File: config.mk
export PLATFORM = sky130hd
export DESIGN_NAME = linear_scan_priority_queue
export DESIGN_NICKNAME = d
export VERILOG_FILES = /design/src/lsq_pkg.sv /design/src/lsq_cmp.sv /design/src/linear_scan_priority_queue.sv
export VERILOG_INCLUDE_DIRS = /design/src /design/src/src
export SDC_FILE = /design/constraint.sdc
export NUM_CORES = 1
export LEC_CHECK = 0
export BUFFER_PORTS_ARGS = -buffer_cell sky130_fd_sc_hd__buf_2
export CORE_ASPECT_RATIO = 0.75
export CORE_MARGIN = 3
export CORE_UTILIZATION = 35
export CTS_BUF_LIST = sky130_fd_sc_hd__clkbuf_2
export CTS_CLUSTER_DIAMETER = 120
export DETAILED_ROUTE_END_ITERATION = 7
export PLACE_DENSITY_LB_ADDON = 0.25
export RECOVER_POWER = 25
export SLEW_MARGIN = 5
export SYNTH_ARGS = -nofsm -noshare
export SYNTH_HDL_FRONTEND = slang
export SYNTH_SLANG_ARGS = --single-unit
File: constraint.sdc
create_clock -name clock -period 9.8 [get_ports clock]
set_input_delay 1.96 -clock clock [delete_from_list [all_inputs] [get_ports clock]]
set_output_delay 1.96 -clock clock [all_outputs]
set_load 0.005 [all_outputs]
File: src/linear_scan_priority_queue_macros.svh
// Assertion macros for the linear scan priority queue
`ifndef LINEAR_SCAN_PRIORITY_QUEUE_MACROS_SVH
`define LINEAR_SCAN_PRIORITY_QUEUE_MACROS_SVH
`ifndef SYNTHESIS
`define LSQ_ASSERT_IMP(label, clk, rst, ante, cons) \
   label: assert property (@(posedge clk) disable iff (rst) (ante) |-> (cons)) \
      else $error("lsq assertion failed");
`define LSQ_ASSERT_NXT(label, clk, rst, ante, cons) \
   label: assert property (@(posedge clk) disable iff (rst) (ante) |=> (cons)) \
      else $error("lsq assertion failed");
`else
`define LSQ_ASSERT_IMP(label, clk, rst, ante, cons)
`define LSQ_ASSERT_NXT(label, clk, rst, ante, cons)
`endif
`endif

File: src/lsq_pkg.sv
// Types, constants and state codes for the linear scan priority queue
`timescale 1ns / 1ps
package lsq_pkg;
   localparam int DEPTH = 16;
   localparam int IDX_W = $clog2(DEPTH);
   localparam int CNT_W = $clog2(DEPTH + 1);
   localparam int CAP_W = 5;
   localparam int FILL_W = 5;
   localparam int PRI_W = 16;
   localparam int VAL_W = 32;
   localparam logic [CAP_W-1:0] CAP_RESET = 5'd16;

   localparam logic [1:0] ST_OK = 2'd0;
   localparam logic [1:0] ST_FULL = 2'd1;
   localparam logic [1:0] ST_EMPTY = 2'd2;

   localparam logic K_ENQ = 1'b0;
   localparam logic K_DEQ = 1'b1;

   typedef struct packed {
      logic kind;
      logic signed [VAL_W-1:0] item_value;
      logic [PRI_W-1:0] item_priority;
   } req_type;

   typedef struct packed {
      logic [1:0] status;
      logic signed [VAL_W-1:0] out_value;
      logic [FILL_W-1:0] fill;
   } rsp_type;

   typedef struct packed {
      logic clear;
      logic sample;
   } cmp_ctl_type;

   typedef enum logic [2:0] {
      S_IDLE,
      S_SCAN,
      S_LAST,
      S_BEST,
      S_MOVE
   } state_type;
endpackage

File: src/lsq_cmp.sv
// Compare unit that tracks the best priority seen during a scan
`timescale 1ns / 1ps
module lsq_cmp (
   input  logic                         clock,
   input  lsq_pkg::cmp_ctl_type         ctl,
   input  logic [lsq_pkg::PRI_W-1:0]    pri,
   input  logic [lsq_pkg::IDX_W-1:0]    idx,
   output logic [lsq_pkg::IDX_W-1:0]    best_idx
);
   logic [lsq_pkg::PRI_W-1:0] best_pri_ff, best_pri_in;
   logic [lsq_pkg::IDX_W-1:0] best_idx_ff, best_idx_in;

   always_comb begin
      best_pri_in = best_pri_ff;
      best_idx_in = best_idx_ff;
      if (ctl.clear) begin
         best_pri_in = '0;
         best_idx_in = '0;
      end else if (ctl.sample && (pri > best_pri_ff)) begin
         best_pri_in = pri;
         best_idx_in = idx;
      end
   end

   always_ff @(posedge clock) begin
      best_pri_ff <= best_pri_in;
      best_idx_ff <= best_idx_in;
   end

   assign best_idx = best_idx_ff;
endmodule

File: src/linear_scan_priority_queue.sv
// Enqueue and empty dequeue answer in the cycle after the transfer.
// Dequeue walks the scan, last, best and move states; the scan reads one
// stored priority per cycle through the single memory read port.
// A new request is taken once the answer register is free and the block idle.
// Synchronous reset empties the queue and sets capacity to 16; no clearing pass.
`timescale 1ns / 1ps
`include "linear_scan_priority_queue_macros.svh"
module linear_scan_priority_queue (
   input  logic                         clock,
   input  logic                         reset,
   input  logic                         req_valid,
   output logic                         req_ready,
   input  lsq_pkg::req_type             req_data,
   output logic                         rsp_valid,
   input  logic                         rsp_ready,
   output lsq_pkg::rsp_type             rsp_data,
   input  logic                         csr_valid,
   output logic                         csr_ready,
   input  logic [lsq_pkg::CAP_W-1:0]    csr_data
);
   logic [lsq_pkg::PRI_W-1:0] pri_mem_ff [lsq_pkg::DEPTH];
   logic [lsq_pkg::VAL_W-1:0] val_mem_ff [lsq_pkg::DEPTH];

   lsq_pkg::state_type state_ff, state_in;
   logic [lsq_pkg::CNT_W-1:0] count_ff, count_in;
   logic [lsq_pkg::IDX_W-1:0] idx_ff, idx_in;
   logic [lsq_pkg::CAP_W-1:0] cap_ff;
   logic rsp_valid_ff, rsp_valid_in;
   lsq_pkg::rsp_type rsp_data_ff, rsp_data_in;
   logic rd_vld_ff, rd_vld_in;
   logic [lsq_pkg::IDX_W-1:0] rd_idx_ff;
   logic [lsq_pkg::PRI_W-1:0] pri_rd_ff;
   logic [lsq_pkg::VAL_W-1:0] val_rd_ff;
   logic [lsq_pkg::PRI_W-1:0] last_pri_ff, last_pri_in;
   logic [lsq_pkg::VAL_W-1:0] last_val_ff, last_val_in;

   logic [lsq_pkg::IDX_W-1:0] raddr;
   logic [lsq_pkg::IDX_W-1:0] waddr;
   logic [lsq_pkg::IDX_W-1:0] last_idx;
   logic [lsq_pkg::IDX_W-1:0] best_idx;
   logic [lsq_pkg::PRI_W-1:0] wpri;
   logic [lsq_pkg::VAL_W-1:0] wval;
   logic we;
   logic full;
   logic req_xfer;
   logic rsp_free;
   lsq_pkg::cmp_ctl_type ctl;

   assign csr_ready = 1'b1;
   assign rsp_free = !rsp_valid_ff || rsp_ready;
   assign req_ready = (state_ff == lsq_pkg::S_IDLE) && rsp_free;
   assign req_xfer = req_valid && req_ready;
   assign rsp_valid = rsp_valid_ff;
   assign rsp_data = rsp_data_ff;
   assign last_idx = lsq_pkg::IDX_W'(count_ff - 1'b1);
   assign full = (16'(count_ff) >= 16'(cap_ff))
              || (count_ff >= lsq_pkg::CNT_W'(lsq_pkg::DEPTH));

   lsq_cmp u_cmp (
      .clock    (clock),
      .ctl      (ctl),
      .pri      (pri_rd_ff),
      .idx      (rd_idx_ff),
      .best_idx (best_idx)
   );

   always_comb begin
      state_in = state_ff;
      count_in = count_ff;
      idx_in = idx_ff;
      rsp_valid_in = rsp_valid_ff && !rsp_ready;
      rsp_data_in = rsp_data_ff;
      rd_vld_in = 1'b0;
      raddr = idx_ff;
      we = 1'b0;
      waddr = best_idx;
      wpri = last_pri_ff;
      wval = last_val_ff;
      last_pri_in = last_pri_ff;
      last_val_in = last_val_ff;
      ctl = '0;
      ctl.sample = rd_vld_ff;
      case (state_ff)
         lsq_pkg::S_IDLE: begin
            if (req_xfer) begin
               rsp_valid_in = 1'b1;
               rsp_data_in.out_value = '0;
               rsp_data_in.fill = lsq_pkg::FILL_W'(count_ff);
               if (req_data.kind == lsq_pkg::K_ENQ) begin
                  if (full) begin
                     rsp_data_in.status = lsq_pkg::ST_FULL;
                  end else begin
                     we = 1'b1;
                     waddr = lsq_pkg::IDX_W'(count_ff);
                     wpri = req_data.item_priority;
                     wval = req_data.item_value;
                     count_in = count_ff + 1'b1;
                     rsp_data_in.status = lsq_pkg::ST_OK;
                     rsp_data_in.fill = lsq_pkg::FILL_W'(count_ff + 1'b1);
                  end
               end else if (count_ff == '0) begin
                  rsp_data_in.status = lsq_pkg::ST_EMPTY;
               end else begin
                  rsp_valid_in = 1'b0;
                  rsp_data_in = rsp_data_ff;
                  ctl.clear = 1'b1;
                  idx_in = '0;
                  state_in = lsq_pkg::S_SCAN;
               end
            end
         end
         lsq_pkg::S_SCAN: begin
            raddr = idx_ff;
            rd_vld_in = 1'b1;
            if (idx_ff == last_idx) begin
               state_in = lsq_pkg::S_LAST;
            end else begin
               idx_in = idx_ff + 1'b1;
            end
         end
         lsq_pkg::S_LAST: begin
            raddr = last_idx;
            state_in = lsq_pkg::S_BEST;
         end
         lsq_pkg::S_BEST: begin
            raddr = best_idx;
            last_pri_in = pri_rd_ff;
            last_val_in = val_rd_ff;
            state_in = lsq_pkg::S_MOVE;
         end
         lsq_pkg::S_MOVE: begin
            raddr = best_idx;
            if (rsp_free) begin
               we = 1'b1;
               count_in = count_ff - 1'b1;
               rsp_valid_in = 1'b1;
               rsp_data_in.status = lsq_pkg::ST_OK;
               rsp_data_in.out_value = val_rd_ff;
               rsp_data_in.fill = lsq_pkg::FILL_W'(count_ff - 1'b1);
               state_in = lsq_pkg::S_IDLE;
            end
         end
         default: begin
            state_in = lsq_pkg::S_IDLE;
         end
      endcase
   end

   always_ff @(posedge clock) begin
      if (reset) begin
         state_ff <= lsq_pkg::S_IDLE;
         count_ff <= '0;
         cap_ff <= lsq_pkg::CAP_RESET;
         rsp_valid_ff <= 1'b0;
         rd_vld_ff <= 1'b0;
      end else begin
         state_ff <= state_in;
         count_ff <= count_in;
         rsp_valid_ff <= rsp_valid_in;
         rd_vld_ff <= rd_vld_in;
         if (csr_valid && csr_ready) begin
            cap_ff <= csr_data;
         end
      end
   end

   always_ff @(posedge clock) begin
      idx_ff <= idx_in;
      rsp_data_ff <= rsp_data_in;
      rd_idx_ff <= raddr;
      last_pri_ff <= last_pri_in;
      last_val_ff <= last_val_in;
   end

   always_ff @(posedge clock) begin
      if (we) begin
         pri_mem_ff[waddr] <= wpri;
         val_mem_ff[waddr] <= wval;
      end
      pri_rd_ff <= pri_mem_ff[raddr];
      val_rd_ff <= val_mem_ff[raddr];
   end

   `LSQ_ASSERT_IMP(a_count_bound, clock, reset, 1'b1,
      16'(count_ff) <= 16'(lsq_pkg::DEPTH))
   `LSQ_ASSERT_IMP(a_busy_nonempty, clock, reset, state_ff != lsq_pkg::S_IDLE,
      count_ff != '0)
   `LSQ_ASSERT_NXT(a_enq_grows, clock, reset,
      req_xfer && (req_data.kind == lsq_pkg::K_ENQ) && !full,
      (count_ff == $past(count_ff) + 1'b1) && rsp_valid_ff)
   `LSQ_ASSERT_NXT(a_deq_shrinks, clock, reset,
      (state_ff == lsq_pkg::S_MOVE) && rsp_free,
      (count_ff == $past(count_ff) - 1'b1) && rsp_valid_ff
      && (state_ff == lsq_pkg::S_IDLE))
endmodule
==> flow_metrics.tcl, run 1 <==
set metrics [dict create \
    cts_setup_buffers 0 \
    pwr-share-clk 0.212 \
    finalCriticalPeriod_ns 7.429 \
    async_reset_ff_frac 0 \
    dr.pass1.iters 5 \
    dieArea_um2 112900 \
    hold_viol_final 0 \
    grt_pass1_vias 23500 \
    gp_congestion 0.8234 \
    synth_area_um2 38090 \
    dp.cells 3948 \
    holdBufCountCts 0 \
    synthAdderAreaFrac 0.008213 \
    cts_inserted_buffers 226 \
    synth.distinct_cells 70 \
    clkTransAtPathRegs_ns 0.11 \
    start_util 0.3539 \
    p_comb_frac 0.386 \
    ir_drop_mv 0.3013 \
    p_sw_mw 5.102 \
    multiInputGateArea_um2 9543 \
    layout-drive-gt1-share 0.1856 \
    grt.overflow.total 0 \
    fmax_mhz 134.6 \
    dpl_worst_slack_ns 3.465 \
    grt_max_degree 190 \
    skew_ns 0.07137 \
    final_util 0.3906 \
    synth_cells 2599 \
    root_buffer "clkbuf_2" \
    rsz0062_at_grt "false" \
    crit_path_end_kind "register" \
    grt_usage 0.1785 \
    ys_ff_latch 946 \
    cp.required_ns 10.89 \
    cp_common_cell "buf_4" \
    yosys.area_share.simple 0.08154 \
    ant_nets 0 \
    worst-setup-path-type "register to register" \
    synth-edff-count 859 \
    rows 104 \
    instances_no_fill 4380 \
    cts_tree "built" \
    wl_per_cell_um 23.40 \
    dpl.hpwl_um 50220 \
    insertion_delay_ns 1.52 \
    synth_xor_area_frac 0.002989 \
    drt-vias-per-instance 5.371 \
    regArea_um2 27540 \
    synth_compound_area_frac 0.1314 \
    drc 0 \
    p_sw_frac 0.4008 \
    num-fill-cells 10090 \
    tns_ns 0 \
    synth_nets 2683 \
    final_nets 2829 \
    timing.slew.headroom -1.931 \
    synth_ff_type "edfxtp_1" \
    power_mw 12.73 \
    core_um2 107600 \
    crit_arrival_ns 8.52 \
    yosysWarningCount 0 \
    numPortBuffers 99 \
    vias 23520 \
    path_cells "inv_1, ha_1, nand2b_1, a21oi_1, o21ai_0, a2111oi_0, clkbuf_1, buf_4, a41oi_1, a21oi_4, buf_4" \
    cts_htree_levels 4 \
    setup_viol_count_final 0 \
    die-width_um 386.9 \
    post-route-period-util 0.7581 \
    die_y_um 291.7 \
    drv_slew 246 \
    intPower_mw 7.627 \
    num_io_pins 101 \
    muxShareOfSynthArea 0.02181 \
    syn_avg_cell_area_um2 14.65 \
    slowest_stage "clkbuf_1" \
    outcome "finished with violations" \
    p_leak_nw 14.73 \
    power_frac_seq 0.403 \
    drt-initial-drc-count 2101 \
    slowest_delay_ns 1.97 \
    worst_slew_pin_slew_ns 4.397 \
    fin_ws_ns 2.371 \
    antenna_found_initial 4 \
    startpoint_type "register" \
    grt_first_pass_wirelength_um 152000 \
    hold_class "register to register" \
    cts.sinks 946 \
    synth_top_family_by_area "compound AO/OA/AOI/OAI gates" \
    drt-total-wl_um 102500 \
    syn_to_final_growth_pct 10.37 \
    p_per_area_nw_per_um2 302.8 \
    ys_seq_area_frac 0.7230 \
    violations "max-capacitance violations, max-slew violations" \
    post_cts_resized 0 \
    cts_buffer_depth 3 \
    drv_cap 6 \
    cp_max_fo 39 \
]
-- kinds of logic (layout without fill, tap and decap cells) --
kind of cell,after synthesis,after routing
buf+inv,255,598
fa+ha+maj,25,25
other cells,1,8
compound gates,690,690
xor+xnor,13,13
simple gates,592,592
mux,77,77
flops,946,946
-- path summary, 6_finish.rpt --
| path | from | endpoint | slack (ns) | cells past startpoint |
|---|---|---|---|---|
| worst max-delay path | count_ff[0] | val_mem_ff[15][7] | 2.37 | 11 |
| worst min-delay path | val_rd_ff[16] | last_val_ff[16] | 0.43 | 0 |
| worst min register to register | val_rd_ff[16] | last_val_ff[16] | 0.43 | 0 |
| worst max register to register | count_ff[0] | val_mem_ff[15][7] | 2.37 | 11 |
-- critical path, delay by kind of cell, from the launching register on --
| kind | cells | cell delay [ns] |
|---|---|---|
| AO/OA/AOI/OAI | 5 | 2.12 |
| adder cells (fa/ha/maj) | 1 | 0.34 |
| flip-flops | 1 | 0.65 |
| buffers and inverters | 4 | 3.71 |
| AND/OR/NAND/NOR | 1 | 0.14 |
-- power by group through the flow --
stage                     logic (mW)  clock network, mW  registers, mW
final                           4.91               2.69           5.12
after global routing            5.38               2.99           5.16
after floorplan                 3.49                  0           5.12
after detailed placement        4.92                  0           5.21
after CTS                       4.94               2.79           5.12
after global placement          4.83                  0           5.21
-- cell usage in the layout, fill, tap and decap left out, types with 9 or more instances in the layout --
cell type,netlist,routed
and3_1,244,244
and2_0,0,19
o32ai_1,48,48
xnor2_1,10,10
ha_1,25,25
clkbuf_2,4,357
buf_4,9,33
a22oi_1,49,49
nor2_1,46,33
mux2_1,31,40
clkinv_1,0,50
nand2_1,195,195
edfxtp_1,859,859
clkbuf_1,138,9
a211o_1,49,48
o311ai_1,15,15
o311ai_0,34,34
nand3_1,11,11
inv_1,31,30
a21oi_1,159,156
mux2i_1,29,29
buf_2,42,97
dfxtp_1,87,87
nor3_1,13,13
nor2_4,0,13
a211oi_1,245,245
and2_1,36,16
a21boi_0,51,51
-- flip-flops by register name (all words and copies together) (netlist names), 5 cells and up --
| signal | flops |
|---|---|
| last_val_ff | 32 |
| last_pri_ff | 16 |
| pri_rd_ff | 16 |
| count_ff | 5 |
| cap_ff | 5 |
| pri_mem_ff | 256 |
| rsp_data | 39 |
| val_rd_ff | 32 |
| val_mem_ff | 512 |
| u_cmp.best_pri_ff | 16 |
-- cell usage after synthesis (all sizes together) (48+ instances only) --
library cell  count  area share
mux2             48       0.014
a211o            49       0.011
a211oi          245       0.048
o311ai           49       0.011
clkbuf          142       0.014
nand2           195       0.019
a21boi           51       0.010
o32ai            48       0.011
and3            244       0.040
buf              81       0.014
a22oi            49      0.0097
dfxtp            87       0.046
edfxtp          859        0.68
a21oi           159       0.021
-- area by class of cell --
| cell class | count | share of cell area |
|---|---|---|
| timing repair buffer | 141 | 0.01920 |
| tap | 1431 | 0.04259 |
| clock buffer | 357 | 0.04250 |
| inverter | 32 | 0.003155 |
| antenna | 7 | 0.0004167 |
| multi-input combinational | 1398 | 0.2270 |
| clock inverter | 68 | 0.01009 |
| sequential | 946 | 0.6550 |
-- through the flow --
stage,instance area (um^2),hold slack [ns]
finish,42040,0.4273
global route,42030,0.4270
CTS,42090,0.4287
detailed placement,39880,0.4088
global placement,39880,0.4092
floorplan,38090,0.4000
-- metal layers --
layer  GRT usage  up-vias  part of all wire
li1            -    10680                 -
met1      0.2495    11880              0.45
met2      0.2828      821              0.47
met3     0.03023      144             0.061
met4     0.06154        0             0.019
met5           0        -                 0
(Power assumes the default switching activity.)
==> run 2: changes to the inputs <==
clock period = 6.7 ns   (was 9.8 ns; I/O delays follow)
==> run 2 against run 1 <==
Against the previous run:
- global-route usage down 0.51 points
- critical path depth down 1
- sequential cell count unchanged
- first-iteration DRC count shrank 1.6%
- non-clock buffer count up 9
- worst setup slack lost 1.2 ns
- die area stayed put
- the run still ends with max-capacitance violations, max-slew violations left
- sequential power rose by 46%
==> flow_metrics.tcl, run 2 (same netlist as run 1, synthesis figures left out) <==
set metrics [dict create \
    outcome "finished with violations" \
    violations "max-capacitance violations, max-slew violations" \
    whs_ns 0.2730 \
    placed_cell_area_um2 39910 \
    drc 0 \
    drt-vias-per-instance 5.386 \
    path_cells "inv_1, ha_1, nand2b_1, a21oi_1, o21ai_0, a2111oi_0, buf_4, mux2i_1, nor2_4, buf_4" \
    dr.pass1.iters 5 \
    numPortBuffers 99 \
    largest_register_ffs 512 \
    pwr-share-clk 0.202 \
    start_util 0.3539 \
    top_register "val_mem_ff" \
    skew_ns 0.08768 \
    startpoint_type "register" \
    dpl.hpwl_um 51130 \
    die-width_um 386.9 \
    num_io_pins 101 \
    cp.required_ns 7.75 \
    drv_slew 212 \
    power_frac_seq 0.409 \
    p_per_area_nw_per_um2 437.8 \
    rsz0062_at_grt "false" \
    drv_cap 7 \
    crit_path_end_kind "register" \
    ant_nets 0 \
    p_comb_frac 0.389 \
    hold_class "primary input to register" \
    fmax_mhz 179.8 \
    final_nets 2827 \
    worst-setup-path-type "register to register" \
    grt_usage 0.1734 \
    grt_first_pass_wirelength_um 148200 \
    cts.sinks 946 \
    cp_common_cell "buf_4" \
    design_area_um2 41930 \
    intPower_mw 10.96 \
    timing.slew.headroom -2.375 \
    rows 104 \
    grt_max_degree 216 \
    slowest_stage "a2111oi_0" \
    root_buffer "clkbuf_2" \
    post_cts_resized 0 \
    core_um2 107600 \
    cts_buffer_depth 3 \
    slowest_delay_ns 1.04 \
    worst_slew_pin_slew_ns 5.060 \
    die_y_um 291.7 \
    ff2ff_setup_slack_ns 1.14 \
    layout-drive-gt1-share 0.1716 \
    post-route-period-util 0.8300 \
    p_leak_nw 14.58 \
    final_util 0.3896 \
    grt.overflow.total 0 \
    clkTransAtPathRegs_ns 0.14 \
    grt_pass1_vias 23660 \
    gp_congestion 0.7807 \
    setup_viol_count_final 0 \
    syn_to_final_growth_pct 10.09 \
    antenna_found_initial 6 \
    instances_no_fill 4364 \
    cts_htree_levels 4 \
    insertion_delay_ns 1.45 \
    drt-initial-drc-count 2067 \
    layout_commonest_cell "edfxtp_1" \
    most-common-layout-cells "859 x edfxtp_1, 340 x clkbuf_2, 245 x a211oi_1" \
    p_sw_mw 7.400 \
    vias 23500 \
    crit_arrival_ns 6.61 \
    cts_tree "built" \
    dp.cells 3951 \
    drt-total-wl_um 100100 \
    dieArea_um2 112900 \
    cts_inserted_buffers 215 \
    ir_drop_mv 0.4826 \
    cp_max_fo 38 \
    tns_ns 0 \
    p_sw_frac 0.4032 \
    hold_viol_final 0 \
    finalCriticalPeriod_ns 5.561 \
    wl_per_cell_um 22.93 \
]
[run 2: changes by cell type in the layout (fill, tap and decap cells not counted), sizes merged]
cell / before / now
buf: 132 / 111
bufinv: 6 / 3
clkbuf: 366 / 373
clkinv: 56 / 55
clkinvlp: 1 / 2
diode: 7 / 2
dlygate4sd3: 0 / 6
[run 2: worst paths after layout]
path,from,to,depth (start not counted)
setup / recovery,count_ff[0],pri_mem_ff[1][9],10
hold / removal,csr_valid,cap_ff[1],3
setup reg to reg,count_ff[0],pri_mem_ff[1][9],10
hold reg to reg,val_rd_ff[31],last_val_ff[31],0
[run 2: power groups by stage]
| stage | clock [mW] | sequential, mW | combinational [mW] |
|---|---|---|---|
| 5_1_grt | 4.18 | 7.56 | 7.84 |
| 2_1_floorplan | 0 | 7.49 | 5.10 |
| 3_3_place_gp | 0 | 7.62 | 7.03 |
| 6_report | 3.71 | 7.50 | 7.14 |
| 4_1_cts | 3.87 | 7.50 | 7.24 |
| 3_5_place_dp | 0 | 7.63 | 7.20 |
[run 2: metal layers]
metal  vias up  part of all wire  global-route usage
li1      10670                 -                   -
met1     11810              0.45              0.2395
met2       857              0.46              0.2714
met3       166             0.068             0.03239
met4         0             0.024             0.06953
met5         -                 0                   0
[run 2: worst max-delay path, delay by kind of cell (launching register included)]
kind / cells / cell delay (ns)
multiplexers: 1 / 0.42
buffers and inverters: 3 / 1.32
AO/OA/AOI/OAI: 3 / 1.40
adder cells (fa/ha/maj): 1 / 0.34
AND/OR/NAND/NOR: 2 / 1.01
flip-flops: 1 / 0.64
[run 2: what timing repair did]
| item | 4_1_cts | 5_1_grt |
|---|---|---|
| hold endpoints to repair | 5 | 0 |
| setup buffers | 0 | 0 |
| hold buffers | 6 | 0 |
[run 2: area by class of cell]
class,instances,area (um^2)
repair buffers,150,878.3
inverters,32,132.6
clock buffers,340,1702
flip-flops and latches,946,27540
diodes,2,5.005
multi-input cells,1398,9545
fillers,10070,65690
well taps,1431,1790
clock inverters,65,337.8
[run 2: through the flow]
step,setup slack (ns),power [mW]
finish,1.139,18.36
global route,0.8429,19.57
CTS,1.754,18.61
detailed placement,1.690,14.83
global placement,1.780,14.65
floorplan,1.182,12.59
